File: config.mk
export PLATFORM = sky130hd
export DESIGN_NAME = ogrm_div
export DESIGN_NICKNAME = d
export VERILOG_FILES = /design/src/hw/rtl/ogrm_pkg.sv /design/src/hw/rtl/ogrm_div.sv
export SDC_FILE = /design/constraint.sdc
export NUM_CORES = 1
export LEC_CHECK = 0
export BUFFER_PORTS_ARGS = -buffer_cell sky130_fd_sc_hd__buf_4
export CAP_MARGIN = 10
export CORE_ASPECT_RATIO = 0.9
export CORE_UTILIZATION = 44
export DETAILED_ROUTE_END_ITERATION = 8
export PLACE_DENSITY = 0.76
export SLEW_MARGIN = 20
export SYNTH_ARGS = -nofsm -noshare
export SYNTH_HDL_FRONTEND = slang
export SYNTH_SLANG_ARGS = --single-unit
File: constraint.sdc
create_clock -name aclk -period 8.05 [get_ports aclk]
set_input_delay 1.61 -clock aclk [delete_from_list [all_inputs] [get_ports aclk]]
set_output_delay 1.61 -clock aclk [all_outputs]
set_load 0.02 [all_outputs]
File: src/hw/rtl/ogrm_pkg.sv
package ogrm_pkg;

    localparam int MAX_DIM_DEF = 128;

    // field widths
    localparam int FUNC_W  = 2;
    localparam int OBS_W   = 16;
    localparam int CIDX_W  = 14;
    localparam int CELL_W  = 2;
    localparam int MDIM_W  = 8;
    localparam int CPM_W   = 16;
    localparam int CFG_IW  = 8;

    // obstacle arithmetic
    localparam int POS_W   = 31;           // Q16 cell position
    localparam int MAG_W   = 30;           // |position| and ray length
    localparam int SQ_W    = 60;           // px^2 + py^2
    localparam int DIVN_W  = MAG_W + 16;   // |p| << 16
    localparam int UNIT_W  = 18;           // signed step, |u| <= 65536
    localparam int UQ_W    = 17;
    localparam int Q_W     = 34;           // walking position

    localparam logic [MDIM_W-1:0] MAP_DIM_RST = 8'd100;
    localparam logic [CPM_W-1:0]  CPM_RST     = 16'd2560;

    localparam logic [CFG_IW-1:0] CFG_MAP_DIM = 8'd0;
    localparam logic [CFG_IW-1:0] CFG_CPM     = 8'd1;

    localparam logic [FUNC_W-1:0] FUNC_CLEAR = 2'd0;
    localparam logic [FUNC_W-1:0] FUNC_OBST  = 2'd1;
    localparam logic [FUNC_W-1:0] FUNC_READ  = 2'd2;
    localparam logic [FUNC_W-1:0] FUNC_RSVD  = 2'd3;

    localparam logic [CELL_W-1:0] CELL_FREE = 2'd0;
    localparam logic [CELL_W-1:0] CELL_OCC  = 2'd1;
    localparam logic [CELL_W-1:0] CELL_UNK  = 2'd2;

    // Q16 tangents of the sector edges
    localparam int TAN_LO   = 19880;
    localparam int TAN_HI   = 98082;
    localparam int TAN_BACK = 158218;

    typedef enum logic [3:0] {
        S_INIT,
        S_IDLE,
        S_CLEAR,
        S_READ,
        S_MUL,
        S_SQ,
        S_SQRT,
        S_DIVX,
        S_DIVY,
        S_WALK,
        S_OCC,
        S_DONE
    } state_t;

endpackage

File: src/hw/rtl/ogrm_div.sv
module ogrm_div (
    input  logic                        aclk,
    input  logic                        aresetn,
    input  logic                        start,
    input  logic [ogrm_pkg::DIVN_W-1:0] dividend,
    input  logic [ogrm_pkg::MAG_W-1:0]  divisor,
    output logic                        done,
    output logic [ogrm_pkg::UQ_W-1:0]   quotient
);

    localparam int NW = ogrm_pkg::DIVN_W;
    localparam int DW = ogrm_pkg::MAG_W;

    logic [NW-1:0]  n_reg;
    logic [DW-1:0]  d_reg;
    logic [DW:0]    rem_reg;
    logic [ogrm_pkg::UQ_W-1:0] q_reg;
    logic [5:0]     cnt_reg;
    logic           busy_reg, done_reg;
    logic [DW:0]    trial;
    logic           ge;

    assign trial    = {rem_reg[DW-1:0], n_reg[NW-1]};
    assign ge       = trial >= {1'b0, d_reg};
    assign done     = done_reg;
    assign quotient = q_reg;

    always_ff @(posedge aclk) begin
        if (!aresetn) begin
            busy_reg <= 1'b0;
            done_reg <= 1'b0;
            cnt_reg  <= '0;
        end else begin
            done_reg <= 1'b0;
            if (start) begin
                busy_reg <= 1'b1;
                cnt_reg  <= '0;
                n_reg    <= dividend;
                d_reg    <= divisor;
                rem_reg  <= '0;
                q_reg    <= '0;
            end else if (busy_reg) begin
                rem_reg <= ge ? trial - {1'b0, d_reg} : trial;
                q_reg   <= {q_reg[ogrm_pkg::UQ_W-2:0], ge};
                n_reg   <= n_reg << 1;
                cnt_reg <= cnt_reg + 6'd1;
                if (cnt_reg == 6'(NW - 1)) begin
                    busy_reg <= 1'b0;
                    done_reg <= 1'b1;
                end
            end
        end
    end

endmodule

==> results of run 1 <==
==> area by class of cell <==
cell class                      count  area share [%]
Inverter                           41            1.82
Timing Repair Buffer              101            9.08
Sequential cell                   131            45.7
Multi-Input combinational cell    401            33.5
Tap cell                          202            3.00
Clock inverter                      6           0.445
Clock buffer                       26            6.41
==> power by group <==
group | internal, uW | leakage [uW] | switching [uW] | total, uW
logic | 161 | 0.00179 | 214 | 376
clock network | 462 | 0.000293 | 279 | 741
registers | 810 | 0.00125 | 20.3 | 830
total | 1430 | 0.00333 | 513 | 1950
==> final timing paths <==
kind / startpoint / to / slack [ns] / cells past startpoint
worst max-delay path: d_reg[0] / rem_reg[28] / 4.78 / 10
worst min-delay path: cnt_reg[5] / cnt_reg[5] / 0.52 / 2
worst max register to register: d_reg[0] / rem_reg[28] / 4.78 / 10
worst min register to register: cnt_reg[5] / cnt_reg[5] / 0.52 / 2
==> worst min-delay path: stages, from the launching register on <==
cell     delay, ns
dfxtp_1       0.32
o21ai_0       0.07
a21oi_1       0.07
==> per-stage QoR <==
| step | hold WS [ns] | util, % | power, uW |
|---|---|---|---|
| 4_1_cts | 0.523 | 54.7 | 1960 |
| 2_1_floorplan | 0.450 | - | 1110 |
| 5_1_grt | 0.539 | 54.8 | 2030 |
| 6_report | 0.524 | 54.8 | 1950 |
| 3_5_place_dp | 0.513 | 51.0 | 1210 |
| 3_3_place_gp | 0.471 | 51.0 | 1200 |
==> cells in the final DEF (no fill, tap or decap), types with 11 or more instances in the layout <==
| cell type | count |
|---|---|
| ha_1 | 32 |
| mux2_2 | 45 |
| buf_4 | 100 |
| nand2_1 | 58 |
| clkbuf_16 | 18 |
| o21ai_0 | 14 |
| edfxtp_1 | 123 |
| a21oi_1 | 52 |
| nor2b_1 | 21 |
| inv_1 | 40 |
| nor2_1 | 30 |
| xor2_1 | 11 |
==> per-layer routing <==
layer,vias to the layer above,share of wire (%),global-route usage (%)
met5,-,0,0
met4,0,1.5,6.74
met3,25,5.5,4.97
met2,170,48,29.7
met1,2391,45,23.5
li1,2399,-,-
==> logic make-up after synthesis <==
| group | Yosys count |
|---|---|
| AOI/OAI and AO/OA | 128 |
| xor gates and xnor gates | 20 |
| adders and majority gates | 33 |
| buffers and inverters | 65 |
| DFF | 131 |
| muxes | 47 |
| and+or+nand+nor | 173 |
==> impl_metrics.csv, run 1 <==
group,metric,value,unit
flow_run,drv_cap,0,
yosys,synth.area.top_cells,"edfxtp_1, mux2_2, ha_1",
yosys,ys_ff_latch,131,
yosys,ys_seq_area_share,55.7,%
yosys,yosysTopAreaCell,"edfxtp_1",
placement,preCtsSetupSlack,4.47,ns
clock_network,ctsHoldBuffers,0,
critical_path,slowest_stage,"a2111o_1",
clock_network,cts.sinks,131,
sta,finalCritPeriodShare,40.6,%
placement,dp.cells,875,
yosys,synth_area_per_cell,11.6,um2
detailed_routing,drt_wl_total,14.3,mm
sta,tns,0,ns
yosys,syn-num-nets,709,
yosys,synthSimpleGateAreaFrac,12.6,%
yosys,synth_common_cells,"edfxtp_1, nand2_1, a21oi_1",
yosys,ys.flop_type,"edfxtp_1",
power_and_ir_drop,leakage,0.00333,uW
layout,n_antenna_cell,0,
sta,min_period,3.27,ns
sta,rsz0062_at_grt,"no",
critical_path,slowest_delay,0.51,ns
layout,fin_nets,805,
floorplanning,dieArea,16200,um2
critical_path,path_class,"register to register",
critical_path,end_kind,"register",
yosys,yosys.area_share.adder,6.07,%
clock_network,cts_tree,"built",
detailed_routing,drt-pass1-iter-count,7,
yosys,synth_top_family_by_area,"simple AND/OR/NAND/NOR gates",
layout,largest_register_ff_count,46,
floorplanning,start_util,45.0,%
placement,gp_congestion,0.833,
layout,drive_gt1_share,26.3,%
yosys,synth.most_common_cell,"edfxtp_1",
layout,fin_cells,908,
placement,detailed_place_hpwl,9.88,mm
global_routing,antenna_found_initial,0,
yosys,yosysTopAreaCellShare,53.3,%
detailed_routing,wl_per_cell,15.8,um
layout,fillers,1291,
critical_path,cp_num_buf_inv,0,
clock_network,htreeDepth,4,
floorplanning,io_pins,97,
floorplanning,die_y,121,um
yosys,synth_edf_count,123,
floorplanning,fp.coreArea,15400,um2
global_routing,grt_max_degree,79,
power_and_ir_drop,peakVddDrop,166,uV
yosys,synth.distinct_cells,59,
yosys,yosysWarnings,0,
placement,placed_cell_area,7840,um2
floorplanning,die_w,134,um
placement,portBuffers,96,
detailed_routing,via_count,4985,
yosys,synth-xor-area-share,2.53,%
critical_path,worst_ep_required_time,8.28,ns
detailed_routing,first_iter_violations,391,
critical_path,cp.arrival,3.50,ns
worst_hold_path,hold_path_class,"register to register",
layout,multi_input_area,2830,um2
detailed_routing,viasPerCell,5.49,
power_and_ir_drop,powerDensity,231,nW/um2
sta,tightest_slew,0.992,ns
yosys,synthMuxAreaShare,7.61,%
layout,regArea,3850,um2
clock_network,cts_buffers,17,
clock_network,worstSkewPairLatency,0.42,ns
layout,syn_to_final_growth,21.8,%
clock_network,cts.reportedPaths.clkPinSlew,0.05,ns
clock_network,clockRootBuffer,"clkbuf_16",
clock_network,cts_setup_buffers,0,
global_routing,overflow,0,
detailed_routing,ant_nets,0,
yosys,syn_inst,597,
sta,worst_slew_margin_rel,33.9,%
layout,stdcell_area,8430,um2
global_routing,grt_first_pass_wirelength,23.2,mm
sta,fin_skew,0.00648,ns
sta,finalHoldViolations,0,
sta,max_freq,306,MHz
critical_path,crit_fanout,5,
critical_path,crit_chain,"ha_1 -> fa_1 -> nand2b_1 -> a2111oi_2 -> nor3_1 -> a2111o_1 -> nand3_1 -> a21oi_1 -> or3_1 -> a311oi_2",
detailed_routing,drc,1,
clock_network,cts_buffer_depth,2,
yosys,synthesis.area,6920,um2
clock_network,cts_resized,0,
outcome,status,"complete, but fails checks",
global_routing,first_global_vias,4769,
sta,final.setup.worst_slack,4.78,ns
outcome,failed_checks,"design-rule violations",
critical_path,crit_family,"compound AO/OA/AOI/OAI gates",
floorplanning,rows,43,
sta,setup-violations-final,0,
yosys,async_flop_share,0,%
global_routing,track_usage,18.3,%
yosys,synth-compound-area-share,11.8,%
sta,drv_slew,0,
critical_path,worstSetupStartpointType,"register",
Power figures use the tool's default switching activity.
==> run 2, diff against run 1 <==
--- a/config.mk
+++ b/config.mk
@@ -10,7 +10,7 @@
 export CORE_ASPECT_RATIO = 0.9
 export CORE_UTILIZATION = 44
 export DETAILED_ROUTE_END_ITERATION = 8
-export PLACE_DENSITY = 0.76
+export PLACE_DENSITY = 0.78
 export SLEW_MARGIN = 20
 export SYNTH_ARGS = -nofsm -noshare
 export SYNTH_HDL_FRONTEND = slang
==> constraint.sdc (replaced) <==
create_clock -name aclk -period 3 [get_ports aclk]
set_input_delay 0.6 -clock aclk [delete_from_list [all_inputs] [get_ports aclk]]
set_output_delay 0.6 -clock aclk [all_outputs]
set_load 0.02 [all_outputs]
==> run 2 against run 1 <==
The flow still finishes with violations (design-rule violations). Utilization increased by 1.9 points. Sequential cell count unchanged. Clock skew up 0.0029 ns. Wire length rose by 3.3%. Setup slack worse by 4.8 ns. Clock power rose to 3.0 times the previous value. Die area did not move. First-iteration DRC count decreased by 1.8%. Critical path depth unchanged. Design area rose by 3.5%.
==> impl_metrics.csv, run 2 (synthesis gave the netlist of run 1 again) <==
group,metric,value,unit
outcome,status,"complete, but fails checks",
outcome,failed_checks,"design-rule violations",
placement,portBuffers,96,
critical_path,worst_ep_required_time,3.26,ns
power_and_ir_drop,p_int,4060,uW
power_and_ir_drop,peakVddDrop,444,uV
clock_network,ctsHoldBuffers,0,
clock_network,clockRootBuffer,"clkbuf_16",
floorplanning,die_w,134,um
floorplanning,fp.coreArea,15400,um2
power_and_ir_drop,pwr-share-comb,19.6,%
layout,n_antenna_cell,0,
flow_run,drv_cap,0,
sta,finalHoldViolations,0,
clock_network,htreeDepth,4,
layout,layout_common_cells,"edfxtp_1, buf_4, nand2_1",
power_and_ir_drop,leakage,0.00341,uW
critical_path,path_class,"register to register",
critical_path,slowest_stage,"a2111o_1",
floorplanning,dieArea,16200,um2
placement,detailed_place_hpwl,10.1,mm
layout,final_common_cell,"edfxtp_1",
layout,stdcell_area,8730,um2
detailed_routing,viasPerCell,5.45,
detailed_routing,via_count,5012,
floorplanning,die_y,121,um
worst_hold_path,hp-start,"divisor[12]",
sta,worst_slew_margin_rel,49.3,%
critical_path,r2r_cells,10,
layout,fin_nets,816,
critical_path,r2r_start,"d_reg[0]",
detailed_routing,routedLengthMet1,6.55,mm
global_routing,first_global_vias,4878,
power_and_ir_drop,clkPwrFrac,40.2,%
sta,min_period,2.97,ns
sta,tns,0,ns
detailed_routing,first_iter_violations,384,
sta,rsz0062_at_grt,"yes",
global_routing,track_usage,19.1,%
power_and_ir_drop,powerDensity,634,nW/um2
clock_network,cts_buffer_depth,2,
critical_path,worstSetupStartpointType,"register",
critical_path,end_kind,"register",
floorplanning,start_util,45.0,%
sta,tightest_slew,0.760,ns
global_routing,overflow,0,
detailed_routing,drc,2,
power_and_ir_drop,seq_power_share,40.2,%
detailed_routing,wl_met3,758,um
sta,max_freq,337,MHz
clock_network,cts_tree,"built",
sta,setup-violations-final,0,
sta,final.setup.worst_slack,0.0321,ns
critical_path,crit_chain,"ha_4 -> fa_2 -> nand2b_4 -> a2111oi_4 -> nor3_4 -> a2111o_1 -> and3_1 -> o21a_1 -> xor2_1 -> a211oi_2",
critical_path,rrSetupSlack,0.03,ns
worst_hold_path,min_to,"d_reg[12]",
detailed_routing,drt_wl_total,14.8,mm
sta,drv_slew,0,
clock_network,cts.sinks,131,
global_routing,grt_max_degree,97,
sta,fin_skew,0.00942,ns
placement,gp_congestion,0.885,
power_and_ir_drop,p_sw_share,26.7,%
layout,largest_register_ff_count,46,
clock_network,cts_buffers,17,
floorplanning,rows,43,
detailed_routing,drt-pass1-iter-count,7,
clock_network,worstSkewPairLatency,0.43,ns
layout,finish.utilization,56.7,%
worst_hold_path,min_path_cells,1,
detailed_routing,wl_per_cell,16.1,um
critical_path,cp.arrival,3.23,ns
detailed_routing,maxUsedRoutingLayer,"met4",
detailed_routing,met2WireLength,7.20,mm
floorplanning,io_pins,97,
worst_hold_path,hold_path_class,"input pin to register",
critical_path,r2r-end,"rem_reg[24]",
layout,syn_to_final_growth,26.1,%
global_routing,antenna_found_initial,0,
clock_network,cts.reportedPaths.clkPinSlew,0.06,ns
global_routing,grt_first_pass_wirelength,23.9,mm
detailed_routing,ant_nets,0,
placement,preCtsSetupSlack,-0.132,ns
critical_path,slowest_delay,0.49,ns
sta,finalCritPeriodShare,98.9,%
critical_path,crit_fanout,5,
placement,placed_cell_area,7990,um2
layout,drive_gt1_share,29.8,%
power_and_ir_drop,p_sw,1480,uW
-- run 2: changes by cell type in the layout (fill, tap and decap cells not counted), moves of 3 or more --
cell	change
ha_2	+4
buf_12	+5
buf_4	+7
ha_1	-6
clkinvlp_4	+3
bufinv_16	+4
inv_4	-3
clkbuf_8	-6
-- run 2: power by group through the flow --
stage,sequential [uW],clock [uW],combinational [uW]
after floorplan,2260,0,706
final,2230,2220,1090
after CTS,2220,2270,1050
after global placement,2250,0,993
after detailed placement,2260,0,1030
after global routing,2240,2330,1190
-- run 2: cell type report --
| type | count | area, um2 |
|---|---|---|
| fill | 1288 | 6660 |
| multi-input combinational | 401 | 2940 |
| sequential | 131 | 3850 |
| clock inverter | 14 | 203 |
| clock buffer | 18 | 429 |
| inverter | 41 | 154 |
| timing repair buffer | 112 | 903 |
| tap | 202 | 253 |
-- run 2: worst max-delay path by stage --
stage / from / endpoint
final: d_reg[0] / rem_reg[24]
after global routing: d_reg[0] / rem_reg[24]
after CTS: n_reg[45] / rem_reg[28]
after detailed placement: n_reg[45] / rem_reg[28]
after global placement: n_reg[45] / rem_reg[24]
after floorplan: n_reg[45] / rem_reg[24]
-- run 2: what timing repair did --
action                                  CTS  global route
resized for setup                         3            19
endpoints found under the setup margin    4            12
pin swaps                                 1             1
buffers inserted                          0             1
-- run 2: stage by stage --
stage	cells	total power, uW	hold slack, ns
4_1_cts	918	5540	0.329
5_1_grt	919	5760	0.326
2_1_floorplan	597	2970	0.450
3_3_place_gp	886	3250	0.467
6_report	919	5530	0.344
3_5_place_dp	886	3290	0.498
-- run 2: per-layer routing --
layer  global-route usage (%)  vias up
li1                         -     2418
met1                     24.7     2397
met2                     30.1      172
met3                     4.68       25
met4                     8.92        0
met5                        0        -
-- run 2: critical path, delay by kind of cell (launching register included) --
| family | cells | cell delay, ns |
|---|---|---|
| AND/OR/NAND/NOR | 3 | 0.48 |
| adder cells (fa/ha/maj) | 2 | 0.54 |
| flip-flops | 1 | 0.41 |
| XOR/XNOR | 1 | 0.15 |
| AO/OA/AOI/OAI | 4 | 1.23 |
