===== src/hw/rtl/ogrm_pkg.sv =====
package ogrm_pkg;

    localparam int MAX_DIM_DEF = 128;

    // field widths
    localparam int FUNC_W  = 2;
    localparam int OBS_W   = 16;
    localparam int CIDX_W  = 14;
    localparam int CELL_W  = 2;
    localparam int MDIM_W  = 8;
    localparam int CPM_W   = 16;
    localparam int CFG_IW  = 8;

    // obstacle arithmetic
    localparam int POS_W   = 31;           // Q16 cell position
    localparam int MAG_W   = 30;           // |position| and ray length
    localparam int SQ_W    = 60;           // px^2 + py^2
    localparam int DIVN_W  = MAG_W + 16;   // |p| << 16
    localparam int UNIT_W  = 18;           // signed step, |u| <= 65536
    localparam int UQ_W    = 17;
    localparam int Q_W     = 34;           // walking position

    localparam logic [MDIM_W-1:0] MAP_DIM_RST = 8'd100;
    localparam logic [CPM_W-1:0]  CPM_RST     = 16'd2560;

    localparam logic [CFG_IW-1:0] CFG_MAP_DIM = 8'd0;
    localparam logic [CFG_IW-1:0] CFG_CPM     = 8'd1;

    localparam logic [FUNC_W-1:0] FUNC_CLEAR = 2'd0;
    localparam logic [FUNC_W-1:0] FUNC_OBST  = 2'd1;
    localparam logic [FUNC_W-1:0] FUNC_READ  = 2'd2;
    localparam logic [FUNC_W-1:0] FUNC_RSVD  = 2'd3;

    localparam logic [CELL_W-1:0] CELL_FREE = 2'd0;
    localparam logic [CELL_W-1:0] CELL_OCC  = 2'd1;
    localparam logic [CELL_W-1:0] CELL_UNK  = 2'd2;

    // Q16 tangents of the sector edges
    localparam int TAN_LO   = 19880;
    localparam int TAN_HI   = 98082;
    localparam int TAN_BACK = 158218;

    typedef enum logic [3:0] {
        S_INIT,
        S_IDLE,
        S_CLEAR,
        S_READ,
        S_MUL,
        S_SQ,
        S_SQRT,
        S_DIVX,
        S_DIVY,
        S_WALK,
        S_OCC,
        S_DONE
    } state_t;

endpackage


===== src/hw/rtl/ogrm_isqrt.sv =====
module ogrm_isqrt (
    input  logic                       aclk,
    input  logic                       aresetn,
    input  logic                       start,
    input  logic [ogrm_pkg::SQ_W-1:0]  value,
    output logic                       done,
    output logic [ogrm_pkg::MAG_W-1:0] root
);

    localparam int SW = ogrm_pkg::SQ_W;
    localparam int STEPS = SW / 2;

    logic [SW-1:0] v_reg, r_reg, bit_reg;
    logic [5:0]    cnt_reg;
    logic          busy_reg, done_reg;
    logic [SW-1:0] trial;

    assign trial = r_reg + bit_reg;
    assign done  = done_reg;
    assign root  = r_reg[ogrm_pkg::MAG_W-1:0];

    always_ff @(posedge aclk) begin
        if (!aresetn) begin
            busy_reg <= 1'b0;
            done_reg <= 1'b0;
            cnt_reg  <= '0;
        end else begin
            done_reg <= 1'b0;
            if (start) begin
                busy_reg <= 1'b1;
                cnt_reg  <= '0;
                v_reg    <= value;
                r_reg    <= '0;
                bit_reg  <= {2'b01, {(SW-2){1'b0}}};
            end else if (busy_reg) begin
                if (v_reg >= trial) begin
                    v_reg <= v_reg - trial;
                    r_reg <= (r_reg >> 1) + bit_reg;
                end else begin
                    r_reg <= r_reg >> 1;
                end
                bit_reg <= bit_reg >> 2;
                cnt_reg <= cnt_reg + 6'd1;
                if (cnt_reg == 6'(STEPS - 1)) begin
                    busy_reg <= 1'b0;
                    done_reg <= 1'b1;
                end
            end
        end
    end

endmodule


===== config.mk =====
export PLATFORM = sky130hd
export DESIGN_NAME = ogrm_isqrt
export DESIGN_NICKNAME = d
export VERILOG_FILES = /design/src/hw/rtl/ogrm_pkg.sv /design/src/hw/rtl/ogrm_isqrt.sv
export SDC_FILE = /design/constraint.sdc
export NUM_CORES = 1
export LEC_CHECK = 0
export ABC_CLOCK_PERIOD_IN_PS = 9500
export BUFFER_PORTS_ARGS = -buffer_cell sky130_fd_sc_hd__buf_2
export CORE_MARGIN = 5
export CORE_UTILIZATION = 29
export CTS_BUF_LIST = sky130_fd_sc_hd__clkbuf_2
export CTS_CLUSTER_DIAMETER = 80
export DETAILED_ROUTE_END_ITERATION = 8
export PLACE_DENSITY = 0.55
export RECOVER_POWER = 50
export SLEW_MARGIN = 0
export SYNTH_ARGS = -nofsm -noshare
export SYNTH_HDL_FRONTEND = slang
export SYNTH_SLANG_ARGS = --single-unit

===== constraint.sdc =====
create_clock -name aclk -period 9.5 [get_ports aclk]
set_input_delay 0.95 -clock aclk [delete_from_list [all_inputs] [get_ports aclk]]
set_output_delay 0.95 -clock aclk [all_outputs]
set_load 0.01 [all_outputs]

==> results.sh, run 1 <==
export IMPL_reg2regPathDepth=21
export IMPL_ys_seq_area_share_pct=31.9
export IMPL_grt_start_max_net_pins=83
export IMPL_fillers=5385
export IMPL_cts_tree="yes"
export IMPL_dp_slack_ns=2.67
export IMPL_worstSetupPathType="register to register"
export IMPL_startpoint="r_reg[2]"
export IMPL_initial_core_util_pct=29.2
export IMPL_grtUsageTotal_pct=15.9
export IMPL_syn_nets=1909
export IMPL_yosys_register_bits=158
export IMPL_rsz0062_at_grt="no"
export IMPL_antenna_found_initial=2
export IMPL_status="complete, but fails checks"
export IMPL_synthArstFlopShare_pct=0
export IMPL_grt_pass1_vias=12800
export IMPL_dr_total_vias=13000
export IMPL_final_net_count=1930
export IMPL_muxShareOfSynthArea_pct=0.522
export IMPL_drc=0
export IMPL_die_w_um=234
export IMPL_ant_nets=0
export IMPL_post_cts_buffers=0
export IMPL_crit_fanout=52
export IMPL_core_area_sq_um=50000
export IMPL_cts_hold_buffers=0
export IMPL_clkTransAtPathRegs_ns=0.28
export IMPL_synth_flop_cell="edfxtp_1"
export IMPL_clockRootBuffer="clkbuf_2"
export IMPL_synth_distinct_cells=74
export IMPL_maxSlewHeadroom_pct=-142
export IMPL_post_cts_resized=0
export IMPL_synthSimpleGateAreaFrac_pct=20.1
export IMPL_die_h_um=234
export IMPL_r2r_start="r_reg[2]"
export IMPL_cp_start_kind="register"
export IMPL_synth_cells=1721
export IMPL_setup_tns_ns=0
export IMPL_crit_arrival_ns=7.62
export IMPL_timing_rr_end="r_reg[57]"
export IMPL_wirelength_mm=44.0
export IMPL_htree_num_levels=4
export IMPL_clk_latency_ns=0.92
export IMPL_grt_pass1_wl_mm=69.5
export IMPL_required_ns=10.17
export IMPL_violations="capacitance limit, slew limit"
export IMPL_drive_gt1_share_pct=7.58
export IMPL_grt_ovfl_total=0
export IMPL_syn_cell_area_sq_um=14600
export IMPL_area_growth_pct=7.42
export IMPL_hold_viol=0
export IMPL_dr_pass1_iters=5
export IMPL_wl_per_cell_um=18.1
export IMPL_gp_congestion=0.909
export IMPL_post_route_min_period_ns=6.95
export IMPL_via_per_inst=5.36
export IMPL_setup_slack_ns=2.55
export IMPL_power_density_nw_per_um2=184
export IMPL_p_leak_nw=5.78
export IMPL_yosysWarnings=0
export IMPL_detailedPlacementHpwl_mm=34.2
export IMPL_synth_area_per_cell_sq_um=8.49
export IMPL_clk_path_buf_depth=2
export IMPL_drt_iter0_drc=991
export IMPL_cts_sinks=158
export IMPL_dp_cells=2395
export IMPL_io_pins=94
export IMPL_synthAdderAreaFrac_pct=10.8
export IMPL_worstSetupEndpointType="register"
export IMPL_synth_top_family_by_area="compound AO/OA/AOI/OAI gates"
export IMPL_skew_ns=0.0563
export IMPL_fmaxAchievable_mhz=144
export IMPL_setup_viol=0
export IMPL_synth_edf_count=150
export IMPL_port_buffer_count=93
export IMPL_die_area_sq_um=55000
export IMPL_rows=82
export IMPL_slew_violations=323
export IMPL_instances_no_fill=2431
export IMPL_synth_compound_area_share_pct=23.1
export IMPL_tightest_slew_ns=3.63
export IMPL_r2r_setup_slack_ns=2.55
export IMPL_numCtsBuffers=17
export IMPL_cp_endpoint="r_reg[57]"
export IMPL_max_cap_violations=6
export IMPL_vdd_drop_max_mv=0.0855
export IMPL_min_path_type="primary input to register"
export IMPL_synth_xor_area_share_pct=9.17
export IMPL_fin_crit_sh_pct=73.1
critical path, cell delays in order (launching register included):
cell and delay [ns]:
edfxtp_1 0.53, ha_1 0.37, a31o_2 0.24, a31oi_1 0.33
o21a_1 0.17, o21ai_0 0.18, a21oi_1 0.33, o21ai_1 0.22
a211oi_1 0.55, xor2_1 0.16, ha_1 0.47, nand4_1 0.25
nor4_2 0.37, nand2_1 0.11, o31a_1 0.29, o21a_1 0.11
o211ai_2 0.47, buf_4 0.36, and2_2 0.18, buf_4 0.48
mux2i_1 0.15, a311o_1 0.33
metal layers:
metal	part of all wire (%)	global-route usage (%)
met2	48	27.4
met5	0	0
met4	2.1	4.29
met1	45	20.6
met3	4.6	2.70
cells by family (layout without fill, tap and decap cells):
| family | Yosys count | count (layout) |
|---|---|---|
| simple gates | 617 | 617 |
| compound gates | 522 | 522 |
| flops | 158 | 158 |
| xor+xnor | 153 | 153 |
| buf+inv | 139 | 173 |
| fa+ha+maj | 125 | 125 |
| mux | 7 | 7 |
| other cells | 0 | 4 |
worst min-delay path by stage:
| stage | startpoint | endpoint | slack (ns) | cells past startpoint |
|---|---|---|---|---|
| floorplan | cnt_reg[5] | cnt_reg[5] | 0.46 | 2 |
| global placement | cnt_reg[5] | cnt_reg[5] | 0.48 | 2 |
| detailed placement | cnt_reg[5] | cnt_reg[5] | 0.50 | 2 |
| CTS | value[27] | v_reg[27] | 0.19 | 3 |
| global route | value[27] | v_reg[27] | 0.18 | 3 |
| finish | value[27] | v_reg[27] | 0.27 | 3 |
layout make-up:
type	instances	area (sq um)	share of cell area, %
repair buffers	103	485	3.09
flip-flops and latches	158	4660	29.7
clock buffers	18	90.1	0.574
multi-input cells	1424	9320	59.4
well taps	672	841	5.36
diodes	4	10.0	0.0638
clock inverters	14	143	0.909
inverters	38	143	0.909
placed cells by master (no fill, tap or decap), drive strengths merged, types with 12 or more instances in the layout:
cell / instances
ha: 124
a31o: 12
and3: 12
o31ai: 12
nor3: 37
a31oi: 45
o21a: 26
or3: 13
and2: 24
o21ai: 127
edfxtp: 150
a211oi: 33
nand3: 52
buf: 67
nor2b: 54
nand2b: 12
inv: 41
o21bai: 30
nor2: 131
xnor2: 66
xor2: 87
clkbuf: 54
a21o: 34
a21boi: 12
o211ai: 19
nand4: 41
nand2: 217
a21oi: 127
metrics by stage:
stage                     hold WS, ns  area (sq um)  power, mW  util, %
after floorplan                 0.459         14600       2.11        -
after global placement          0.476         15500       2.47     31.1
after detailed placement        0.497         15500       2.48     31.1
after CTS                       0.187         15800       2.90     31.5
after global routing            0.176         15700       3.13     31.4
final                           0.273         15700       2.89     31.4
power by group:
| group | internal (mW) | leakage (nW) | switching, mW |
|---|---|---|---|
| Sequential | 0.888 | 1.51 | 0.0857 |
| Clock | 0.123 | 0.144 | 0.286 |
| Combinational | 0.576 | 4.13 | 0.929 |
| Total | 1.59 | 5.78 | 1.30 |
cell usage after synthesis, drive strengths merged, types with 8 or more instances:
cell type  instances  share of area, %
nand4             41               1.9
a211oi            33               1.7
o211ai            19               1.0
nor2b             54               2.3
o31ai             12              0.62
xnor2             66               4.0
dfxtp              8               1.1
a31o              12              0.72
buf               42               2.0
a21boi            12              0.62
a2111oi            8              0.74
or3               13              0.57
nand3             52               1.8
a21oi            127               4.4
o21bai            30               1.5
nor3              37               1.3
and2              24               1.0
nand2b            12              0.51
o21ai            127               4.4
o21a              26               1.3
inv               38              0.98
and3              12              0.51
a31oi             45               2.0
a21o              34               1.7
xor2              87               5.2
nor2             131               3.4
ha               124                11
edfxtp           150                31
clkbuf            59               1.5
nand2            217               5.6
Power figures use the tool's default switching activity.
==> inputs of run 2 (changes only) <==
- ABC_CLOCK_PERIOD_IN_PS: 9500 -> 7100
- PLACE_DENSITY: 0.55 -> 0.53
- clock period: 9.5 -> 7.1 ns (I/O delays scaled with it)
==> run 2 against run 1 <==
First-iteration DRC count is 6.6% lower. Fmax is 12% higher. Critical path depth stayed put. Cell area is 2.4% higher. Sequential share of layout area is 0.71 points lower. Non-clock buffer count is 33 higher. Critical path type unchanged. Utilization is 0.77 points higher. Die area stayed put. The run still ends with capacitance limit, slew limit left.
==> results.sh, run 2 (synthesized netlist as in run 1, its figures left out) <==
export IMPL_status="complete, but fails checks"
export IMPL_violations="capacitance limit, slew limit"
export IMPL_io_pins=94
export IMPL_r2r_setup_slack_ns=0.91
export IMPL_placed_area_sq_um=15600
export IMPL_skew_ns=0.0657
export IMPL_fmaxAchievable_mhz=162
export IMPL_cts_sinks=158
export IMPL_wirelength_mm=44.2
export IMPL_ant_nets=0
export IMPL_area_growth_pct=10.0
export IMPL_gp_congestion=0.885
export IMPL_vdd_drop_max_mv=0.162
export IMPL_rows=82
export IMPL_fillers=5325
export IMPL_timing_rr_end="r_reg[10]"
export IMPL_final_net_count=1963
export IMPL_worstHoldStart="value[41]"
export IMPL_power_switching_mw=1.78
export IMPL_final_common_cell="nand2_1"
export IMPL_htree_num_levels=4
export IMPL_worstSetupEndpointType="register"
export IMPL_tightest_slew_ns=3.80
export IMPL_p_seq_share_pct=33.4
export IMPL_antenna_found_initial=1
export IMPL_clkTransAtPathRegs_ns=0.28
export IMPL_post_route_min_period_ns=6.19
export IMPL_drt_iter0_drc=926
export IMPL_worstSetupPathType="register to register"
export IMPL_max_cap_violations=6
export IMPL_initial_core_util_pct=29.2
export IMPL_drive_gt1_share_pct=7.94
export IMPL_cp_start_kind="register"
export IMPL_wl_per_cell_um=17.9
export IMPL_switching_share_pct=45.6
export IMPL_numCtsBuffers=17
export IMPL_cts_tree="yes"
export IMPL_die_w_um=234
export IMPL_p_total_mw=3.91
export IMPL_intPower_mw=2.12
export IMPL_power_density_nw_per_um2=243
export IMPL_core_area_sq_um=50000
export IMPL_port_buffer_count=93
export IMPL_setup_viol=0
export IMPL_die_h_um=234
export IMPL_grt_ovfl_total=0
export IMPL_p_leak_nw=5.93
export IMPL_clk_path_buf_depth=2
export IMPL_clockRootBuffer="clkbuf_2"
export IMPL_final_cell_mix="nand2_1, edfxtp_1, nor2_1"
export IMPL_via_per_inst=5.29
export IMPL_post_route_cell_area_sq_um=16100
export IMPL_required_ns=7.78
export IMPL_p_comb_share_pct=51.8
export IMPL_grt_start_max_net_pins=87
export IMPL_reg2regPathDepth=21
export IMPL_maxSlewHeadroom_pct=-154
export IMPL_setup_tns_ns=0
export IMPL_detailedPlacementHpwl_mm=34.0
export IMPL_whs_ns=0.0520
export IMPL_register_area_sq_um=4660
export IMPL_post_cts_buffers=0
export IMPL_clk_latency_ns=0.96
export IMPL_fin_crit_sh_pct=87.1
export IMPL_drc=0
export IMPL_grt_pass1_wl_mm=70.0
export IMPL_grt_pass1_vias=12800
export IMPL_dr_total_vias=13000
export IMPL_rsz0062_at_grt="no"
export IMPL_hold_end="v_reg[41]"
export IMPL_slew_violations=325
export IMPL_crit_arrival_ns=6.87
export IMPL_min_path_type="primary input to register"
export IMPL_grtUsageTotal_pct=16.0
export IMPL_r2r_start="r_reg[8]"
export IMPL_holdPathStages=3
export IMPL_multiInputGateArea_sq_um=9340
export IMPL_p_clk_share_pct=14.8
export IMPL_crit_fanout=23
export IMPL_hold_viol=0
export IMPL_dr_pass1_iters=5
export IMPL_die_area_sq_um=55000
[run 2: timing repair]
item | 4_1_cts | 5_1_grt
hold buffers | 32 | 2
resized for setup | 0 | 0
hold endpoints to repair | 32 | 2
[run 2: worst max-delay path, stage by stage (launching register included)]
cell and delay, ns:
edfxtp_1 0.57, ha_1 0.41, nand4_1 0.15, o21ai_1 0.28, nand2b_1 0.19, a2111oi_2 0.49
o21ai_1 0.20, a2111oi_2 0.45, o31ai_1 0.19, a21boi_0 0.26, xnor2_1 0.14, ha_1 0.38
and2_1 0.27, and3_1 0.20, a21oi_1 0.08, o21ai_0 0.09, nand3_1 0.10, o211ai_2 0.30
and2_2 0.55, buf_4 0.34, nor2_1 0.06, a211oi_1 0.23
[run 2: how the worst max path moves through the flow]
stage,endpoint,slack [ns],depth (start not counted),start
floorplan,v_reg[0],-2.06,22,r_reg[2]
global placement,r_reg[14],1.17,19,r_reg[8]
detailed placement,r_reg[36],1.11,19,r_reg[8]
CTS,r_reg[10],0.98,19,r_reg[8]
global route,r_reg[10],0.38,21,r_reg[2]
finish,r_reg[10],0.91,21,r_reg[8]
[run 2: metal layers]
metal / global-route usage (%) / vias to the layer above / share of wire, %
li1: - / 6447 / -
met5: 0 / - / 0
met1: 20.6 / 6207 / 45
met4: 3.19 / 0 / 1.4
met3: 2.59 / 44 / 4.5
met2: 28.4 / 318 / 50
[run 2: through the flow]
stage,setup WS (ns),instances,util (%)
3_3_place_gp,1.17,2394,31.1
6_report,0.915,2461,32.2
5_1_grt,0.376,2461,32.2
2_1_floorplan,-2.06,1721,-
3_5_place_dp,1.11,2394,31.1
4_1_cts,0.977,2458,32.3
[run 2: cell type report]
class / count / area share, %
tap: 672 / 5.23
timing repair buffer: 136 / 5.17
clock buffer: 17 / 0.529
antenna: 1 / 0.0156
sequential: 158 / 29.0
inverter: 38 / 0.887
multi-input combinational: 1424 / 58.1
clock inverter: 15 / 1.07
[run 2: power groups by stage]
stage,Combinational [mW],Sequential [mW],Clock [mW]
2_1_floorplan,1.58,1.27,0
3_3_place_gp,2.00,1.32,0
3_5_place_dp,2.00,1.33,0
4_1_cts,2.03,1.30,0.603
5_1_grt,2.26,1.32,0.640
6_report,2.02,1.30,0.579
==> inputs of run 3 (changes only) <==
--- a/config.mk
+++ b/config.mk
@@ -8,7 +8,7 @@
 export ABC_CLOCK_PERIOD_IN_PS = 7100
 export BUFFER_PORTS_ARGS = -buffer_cell sky130_fd_sc_hd__buf_2
+export CAP_MARGIN = 20
 export CORE_MARGIN = 5
 export CORE_UTILIZATION = 29
-export CTS_BUF_LIST = sky130_fd_sc_hd__clkbuf_2
 export CTS_CLUSTER_DIAMETER = 80
 export DETAILED_ROUTE_END_ITERATION = 8
==> constraint.sdc (replaced) <==
create_clock -name aclk -period 7.1 [get_ports aclk]
set_input_delay 1.42 -clock aclk [delete_from_list [all_inputs] [get_ports aclk]]
set_output_delay 1.42 -clock aclk [all_outputs]
set_load 0.01 [all_outputs]
==> run 3 against run 2 <==
The run still ends with capacitance limit, slew limit left. First-iteration DRC count is the same. Critical path depth stayed put. Register-to-register slack better by 0.11 ns. Total power grew 9.7%. Sequential share of layout area barely moved. Cell area about the same. Final cell count fell by 1.4%. Global-route usage about the same. Combinational power is essentially flat. Via count down 0.90%. Highest routed layer unchanged.
==> results.sh, run 3 (synthesized netlist as in run 1, its figures left out) <==
export IMPL_die_h_um=234
export IMPL_setup_tns_ns=0
export IMPL_gp_congestion=0.885
export IMPL_htree_num_levels=4
export IMPL_skew_ns=0.0200
export IMPL_whs_ns=0.513
export IMPL_hold_viol=0
export IMPL_grtUsageTotal_pct=15.9
export IMPL_max_cap_violations=5
export IMPL_fin_crit_sh_pct=85.5
export IMPL_p_leak_nw=5.94
export IMPL_crit_arrival_ns=6.33
export IMPL_drive_gt1_share_pct=8.27
export IMPL_p_clk_share_pct=22.7
export IMPL_power_density_nw_per_um2=267
export IMPL_cp_start_kind="register"
export IMPL_worstSetupPathType="register to register"
export IMPL_fillers=5290
export IMPL_fmaxAchievable_mhz=165
export IMPL_dr_total_vias=12900
export IMPL_initial_core_util_pct=29.2
export IMPL_rsz0062_at_grt="no"
export IMPL_via_per_inst=5.32
export IMPL_detailedPlacementHpwl_mm=34.0
export IMPL_final_cell_mix="nand2_1, edfxtp_1, nor2_1"
export IMPL_maxSlewHeadroom_pct=-92.4
export IMPL_placed_area_sq_um=15600
export IMPL_grt_ovfl_total=0
export IMPL_post_cts_resized=0
export IMPL_area_growth_pct=10.1
export IMPL_diodes=0
export IMPL_drt_iter0_drc=926
export IMPL_register_area_sq_um=4660
export IMPL_p_seq_share_pct=30.4
export IMPL_core_area_sq_um=50000
export IMPL_cts_hold_buffers=0
export IMPL_die_w_um=234
export IMPL_violations="capacitance limit, slew limit"
export IMPL_antenna_found_initial=0
export IMPL_multiInputGateArea_sq_um=9350
export IMPL_intPower_mw=2.46
export IMPL_cts_tree="yes"
export IMPL_required_ns=7.36
export IMPL_post_route_cell_area_sq_um=16100
export IMPL_grt_pass1_wl_mm=69.6
export IMPL_clk_latency_ns=0.48
export IMPL_numCtsBuffers=17
export IMPL_rows=82
export IMPL_switching_share_pct=42.5
export IMPL_tightest_slew_ns=2.89
export IMPL_post_route_min_period_ns=6.07
export IMPL_min_path_type="register to register"
export IMPL_final_common_cell="nand2_1"
export IMPL_wl_per_cell_um=18.1
export IMPL_worstSetupEndpointType="register"
export IMPL_die_area_sq_um=55000
export IMPL_port_buffer_count=93
export IMPL_clockRootBuffer="clkbuf_16"
export IMPL_drc=0
export IMPL_p_comb_share_pct=46.9
export IMPL_grt_pass1_vias=12600
export IMPL_clkTransAtPathRegs_ns=0.07
export IMPL_clk_path_buf_depth=2
export IMPL_setup_viol=0
export IMPL_final_net_count=1929
export IMPL_r2r_setup_slack_ns=1.03
export IMPL_io_pins=94
export IMPL_power_switching_mw=1.82
export IMPL_wirelength_mm=44.0
export IMPL_grt_start_max_net_pins=87
export IMPL_crit_fanout=23
export IMPL_ant_nets=0
export IMPL_status="complete, but fails checks"
export IMPL_dr_pass1_iters=5
export IMPL_cts_sinks=158
export IMPL_post_cts_buffers=0
export IMPL_vdd_drop_max_mv=0.187
export IMPL_slew_violations=269
-- run 3: cell count changes in the layout (fill, tap and decap cells not counted), sizes merged --
cell         delta
diode           -1
dlygate4sd3    -34
-- run 3: final timing paths --
check              from          to  depth (start not counted)
min          cnt_reg[5]  cnt_reg[5]                          2
min reg2reg  cnt_reg[5]  cnt_reg[5]                          2
max            r_reg[8]    r_reg[4]                         21
max reg2reg    r_reg[8]    r_reg[4]                         21
-- run 3: worst max-delay path, stage by stage, from the launching register on --
cell,delay (ns)
edfxtp_1,0.50
ha_1,0.41
nand4_1,0.15
o21ai_1,0.27
nand2b_1,0.19
a2111oi_2,0.50
o21ai_1,0.20
a2111oi_2,0.45
o31ai_1,0.19
a21boi_0,0.26
xnor2_1,0.14
ha_1,0.38
and2_1,0.27
and3_1,0.20
a21oi_1,0.08
o21ai_0,0.09
nand3_1,0.11
o211ai_2,0.29
and2_2,0.54
buf_4,0.34
nor2_1,0.06
a211oi_1,0.22
-- run 3: final cells by class --
class / instances / area share [%]
multi-input cells: 1424 / 58.1
clock inverters: 15 / 1.07
flip-flops and latches: 158 / 29.0
inverters: 38 / 0.887
clock buffers: 17 / 2.64
well taps: 672 / 5.23
repair buffers: 102 / 3.06
-- run 3: power groups by stage --
stage | Clock [mW] | Sequential [mW] | Combinational [mW]
after global placement | 0 | 1.32 | 2.00
after global routing | 1.03 | 1.32 | 2.25
after CTS | 0.998 | 1.31 | 2.02
after detailed placement | 0 | 1.33 | 2.00
final | 0.973 | 1.31 | 2.01
after floorplan | 0 | 1.27 | 1.58
-- run 3: per-stage QoR --
stage	instances	util (%)	setup slack [ns]	total power, mW
global placement	2394	31.1	1.17	3.32
CTS	2426	32.3	1.05	4.32
detailed placement	2394	31.1	1.11	3.33
floorplan	1721	-	-2.06	2.85
global route	2426	32.2	0.488	4.60
finish	2426	32.2	1.03	4.29
-- run 3: layer usage --
layer	track usage (%)	routed length [um]
met3	2.59	1900
met4	3.43	650
met2	28.1	21700
met5	0	0
met1	20.6	19700
